==> src/rtl/sat3_var_mem.sv <==
module sat3_var_mem #(
	parameter int DEPTH = 1024,
	parameter int AW    = 10
) (
	input  logic                clk,
	input  logic                we,
	input  logic [AW-1:0]       waddr,
	input  logic                wdata,
	input  logic                re,
	input  logic [2:0][AW-1:0]  raddr,
	output logic [2:0]          rdata
);

	// one copy per read port, all written together
	logic bank_q [3][DEPTH];

	always_ff @(posedge clk) begin
		for (int p = 0; p < 3; p++) begin
			if (we) begin
				bank_q[p][waddr] <= wdata;
			end
			if (re) begin
				rdata[p] <= bank_q[p][raddr[p]];
			end
		end
	end

endmodule

==> config.mk <==
export PLATFORM = sky130hd
export DESIGN_NAME = sat3_var_mem
export DESIGN_NICKNAME = d
export VERILOG_FILES = /design/src/rtl/sat3_var_mem.sv
export SDC_FILE = /design/constraint.sdc
export NUM_CORES = 2
export LEC_CHECK = 0
export BUFFER_PORTS_ARGS = -buffer_cell sky130_fd_sc_hd__buf_2
export CORE_UTILIZATION = 45
export CTS_CLUSTER_SIZE = 40
export DETAILED_ROUTE_END_ITERATION = 16
export MAX_ROUTING_LAYER = met4
export PLACE_DENSITY = 0.68
export SLEW_MARGIN = 30
export SYNTH_ARGS = -nofsm -noshare
export SYNTH_HDL_FRONTEND = slang
export SYNTH_SLANG_ARGS = --single-unit
export TNS_END_PERCENT = 5
==> constraint.sdc <==
create_clock -name clk -period 2.8 [get_ports clk]
set_input_delay 0.28 -clock clk [delete_from_list [all_inputs] [get_ports clk]]
set_output_delay 0.28 -clock clk [all_outputs]
set_load 0.05 [all_outputs]
[Word level (Yosys, flattened, before mapping)]
Memory sizes are Yosys's and may differ from the RTL's.
Index checks and enable logic that the tools add are counted.
Cells by class
  $lt $le $gt $ge: 5
  muxes and demuxes: 13
  bitwise logic cells: 4
  reduce and logical (&&, ||, !) cells: 1
Operators by type and width (count)
  2-to-1 mux 1024 bit: 1
  >= comparator 11 bit, second input constant: 4
  NOT 10 -> 11 bit: 4
  binary-select mux 1 bit (select 10 bit): 3
  < comparator 11 x 1 -> 1 bit, second input constant: 1
  demux 1 bit (select 10 bit): 1
  2-to-1 mux 1 bit: 8
  logical AND 1 bit: 1
Storage, ports and cells
  register bits after elaboration: 3
  memory bits (writable): 3072
  bits of input ports: 44
  output and inout port bits: 3
  logic and storage cells: 25
  memories kept: 1
Memory list
  bank_q: depth 3, width 1024, read ports 3, clocked after Yosys merged registers in 0, write ports 3, RTL line 15  | logic bank_q [3][DEPTH];

[Logic depth before layout (Yosys ltp)]
  word-level depth: 6
  depth in mapped cells: 15
  gate-level depth less buffers: 8

[Least setup slack after synthesis]
No wires, ideal clock.
  path type: input -> register
  from: input port raddr[11] in the netlist's numbering
  to: register rdata[1], data pin
  setup time: 272 ps
  arrival time: 2377 ps
  data required time: 2528 ps
  slack: 152 ps
  cell stages on the path: 11
  buffers on the path: 4
  cells stage by stage: buf_2 buf_4 buf_4 buf_2 mux4_2 a22oi_1 nand2_1 a2111oi_0 a211oi_1 nor4b_2 o2111ai_1
On the way
  cells in the longest elaborated chain, start to end: 4
RTL lines
  start, declared: RTL line 10  | input logic [2:0][AW-1:0] raddr,
  NOT 10 -> 11 bit (not written as such): RTL line 23  | rdata[p] <= bank_q[p][raddr[p]];
  binary-select mux 1 bit (select 10 bit): RTL line 23
  2-to-1 mux 1 bit (not written as such) (2 in series): RTL line 23
  end signal, assigned by index: RTL line 23
  end, declared: RTL line 11  | output logic [2:0] rdata
Every way passes these cells. The select of a mux whose other input is x is not followed.
A chain may end at the register's enable or synchronous reset.

==> results.json <==
{
  "final_hold_viol_count": 0,
  "ys_seq_elements": 1027,
  "setup_violations": 0,
  "max_stage_delay_ns": 0.58,
  "crit_buf_inv": 0,
  "core_area_mm2": 0.136,
  "die_w_um": 372,
  "wl_per_cell_um": 35.5,
  "period_needed_ns": 2.78,
  "clk-insertion-delay-late_ns": 0.79,
  "yosysWarnings": 0,
  "layout_common_cells": "nor2_1 (1083), edfxtp_1 (1027), mux4_2 (632)",
  "drv_slew": 0,
  "cp_data_required_time_ns": 3.32,
  "synth_edf_count": 1027,
  "worst_slack_ns": 0.0163,
  "syn_nets": 4634,
  "path_class": "flop to flop",
  "die_y_um": 372,
  "synth_area_mm2": 0.0617,
  "fin_skew_ns": 0.0624,
  "via_count": 48574,
  "avgViaCountPerCell": 7.06,
  "worstPathMaxFanout": 3,
  "htree_levels": 3,
  "cts_buffers": 112,
  "dominantRegCellSynth": "edfxtp_1",
  "root_buffer": "clkbuf_16",
  "ir_drop_v": 0.000551,
  "placed_area_mm2": 0.0685,
  "layout_commonest_cell": "nor2_1",
  "grt_pass1_wl_um": 344000,
  "maxSlewHeadroom_pct": 33.2,
  "grt_pass1_vias": 46996,
  "dp_slack_ns": -0.803,
  "fin_nets": 5030,
  "drtIter0Drc": 8173,
  "worstSetupStartpointType": "flop",
  "hold_path_class": "input pin to flop",
  "row_count": 135,
  "max_clock_freq_mhz": 359,
  "worstPathArrival_ns": 3.30,
  "status": "finished clean",
  "firstDrtPassIters": 6,
  "path_cells": "mux4_2 -> mux4_2 -> a21oi_4 -> o31a_1 -> a311oi_1 -> a22oi_1 -> o2111ai_1",
  "synthArstFlopShare_pct": 0,
  "syn_area_per_cell_um2": 13.4,
  "critPathSlowestCell": "mux4_2",
  "final_area_mm2": 0.0727,
  "synthDistinctLibCells": 70,
  "drive_gt1_share_pct": 32.7,
  "drc_errors": 0,
  "worst_pin_slew_ns": 1.00,
  "cts_tree": "done",
  "rsz0062_at_grt": "yes",
  "ioPinCount": 47,
  "gp_congestion": 1.00,
  "grt_max_degree": 172,
  "grtUsageTotal_pct": 36.3,
  "end_kind": "flop",
  "ant_nets": 0,
  "p_per_area_mw_per_mm2": 514,
  "dp_hpwl_um": 163000,
  "drt_wl_total_um": 244000,
  "crit_family": "multiplexers",
  "grt_remaining_overflow": 0,
  "portBuffers": 46,
  "grt_antenna_before_repair": 15,
  "ys_seq_area_share_pct": 50.0,
  "cts_sinks": 1027,
  "syn2layout_area_growth_pct": 17.7,
  "dieArea_mm2": 0.139,
  "p_leak_nw": 23.7,
  "cts.clk_slew.worst_paths_ns": 0.07,
  "clockBufferDepth": 3,
  "synthCells": 4590,
  "initial_core_util_pct": 45.4,
  "period_share_pct": 99.4,
  "maxCapViolations": 0,
  "crit_top_cell": "mux4_2"
}
## registers in the layout, summed over array words and instances (netlist names)
name    count
rdata       3
bank_q   1024
## power by group
group / total (mW) / switching [mW] / leakage, nW / internal (mW)
registers: 16.9 / 0.0167 / 9.23 / 16.9
clock network: 15.2 / 6.54 / 1.81 / 8.71
logic: 5.14 / 3.00 / 12.6 / 2.13
total: 37.3 / 9.56 / 23.7 / 27.8
## worst reg2reg max path, delay by kind of cell (launching register included)
family             cells  cell delay (ns)
muxes                  2             1.07
AOI/OAI and AO/OA      5             1.04
DFF                    1             0.42
## what timing repair did
item,4_1_cts,5_1_grt
setup buffers,0,1
hold endpoints to repair,23,0
gates resized for setup,22,42
hold buffers,3,0
pin swaps,6,21
endpoints found under the setup margin,2,3
## synthesized netlist by cell type (5+ instances only)
cell | number | share of area [%]
a2111oi_0 | 17 | 0.24
a211oi_1 | 22 | 0.27
a21oi_1 | 122 | 0.99
a221oi_1 | 5 | 0.071
a22o_1 | 8 | 0.11
a22oi_1 | 77 | 0.94
a31oi_1 | 13 | 0.13
and2_1 | 6 | 0.061
and3b_1 | 5 | 0.071
buf_1 | 79 | 0.48
buf_12 | 9 | 0.29
buf_2 | 64 | 0.52
buf_4 | 35 | 0.43
buf_6 | 54 | 0.99
buf_8 | 10 | 0.24
clkbuf_1 | 234 | 1.4
clkinv_1 | 7 | 0.043
edfxtp_1 | 1027 | 50
inv_1 | 8 | 0.049
mux2i_1 | 353 | 5.7
mux4_1 | 9 | 0.38
mux4_2 | 632 | 23
nand2_1 | 198 | 1.2
nand2b_1 | 17 | 0.17
nand3_1 | 22 | 0.18
nand4_1 | 15 | 0.15
nor2_1 | 1083 | 6.6
nor2b_1 | 22 | 0.22
nor3_1 | 81 | 0.66
nor3b_1 | 12 | 0.15
nor4_1 | 13 | 0.13
o211ai_1 | 6 | 0.073
o21ai_0 | 38 | 0.31
o221ai_1 | 129 | 1.8
o22ai_1 | 86 | 0.87
o311ai_0 | 5 | 0.071
## kinds of logic after synthesis
logic type / after synthesis / share of synthesized area [%]
AO/OA/AOI/OAI: 565 / 6.43
buffers and inverters: 501 / 4.47
flip-flops: 1027 / 50.0
multiplexers: 996 / 29.2
AND/OR/NAND/NOR: 1501 / 9.93
## stage by stage
stage	setup TNS [ns]	total power [mW]	cells	util (%)	hold WS [ns]
2_1_floorplan	0	19.9	4590	-	0.379
3_3_place_gp	-2.01	22.1	6650	50.5	0.549
3_5_place_dp	-2.01	22.1	6650	50.5	0.553
4_1_cts	0	37.1	6856	53.3	0.00412
5_1_grt	-0.0415	38.0	6869	53.5	0.0442
6_report	0	37.3	6883	53.5	0.0210
## worst paths after layout
check / startpoint / end / slack (ns) / cells past startpoint
worst max-delay path: bank_q[0][1813] / rdata[0] / 0.02 / 7
worst min-delay path: raddr[16] / rdata[1] / 0.02 / 2
worst max register to register: bank_q[0][1813] / rdata[0] / 0.02 / 7
worst min register to register: bank_q[0][1241] / rdata[2] / 1.27 / 6
## cell type report
| class | instances | area (um^2) |
|---|---|---|
| antenna | 26 | 65.1 |
| clock buffer | 129 | 2910 |
| clock inverter | 75 | 787 |
| fill | 11234 | 63100 |
| inverter | 16 | 60.1 |
| multi-input combinational | 3062 | 28600 |
| sequential | 1027 | 30800 |
| tap | 1781 | 2230 |
| timing repair buffer | 767 | 7210 |
## metal layers
layer / track usage, % / part of all wire [%]
met1: 45.6 / 34
met2: 51.8 / 43
met3: 10.7 / 15
met4: 22.1 / 7.2
met5: - / 0
(Power assumes the default switching activity.)
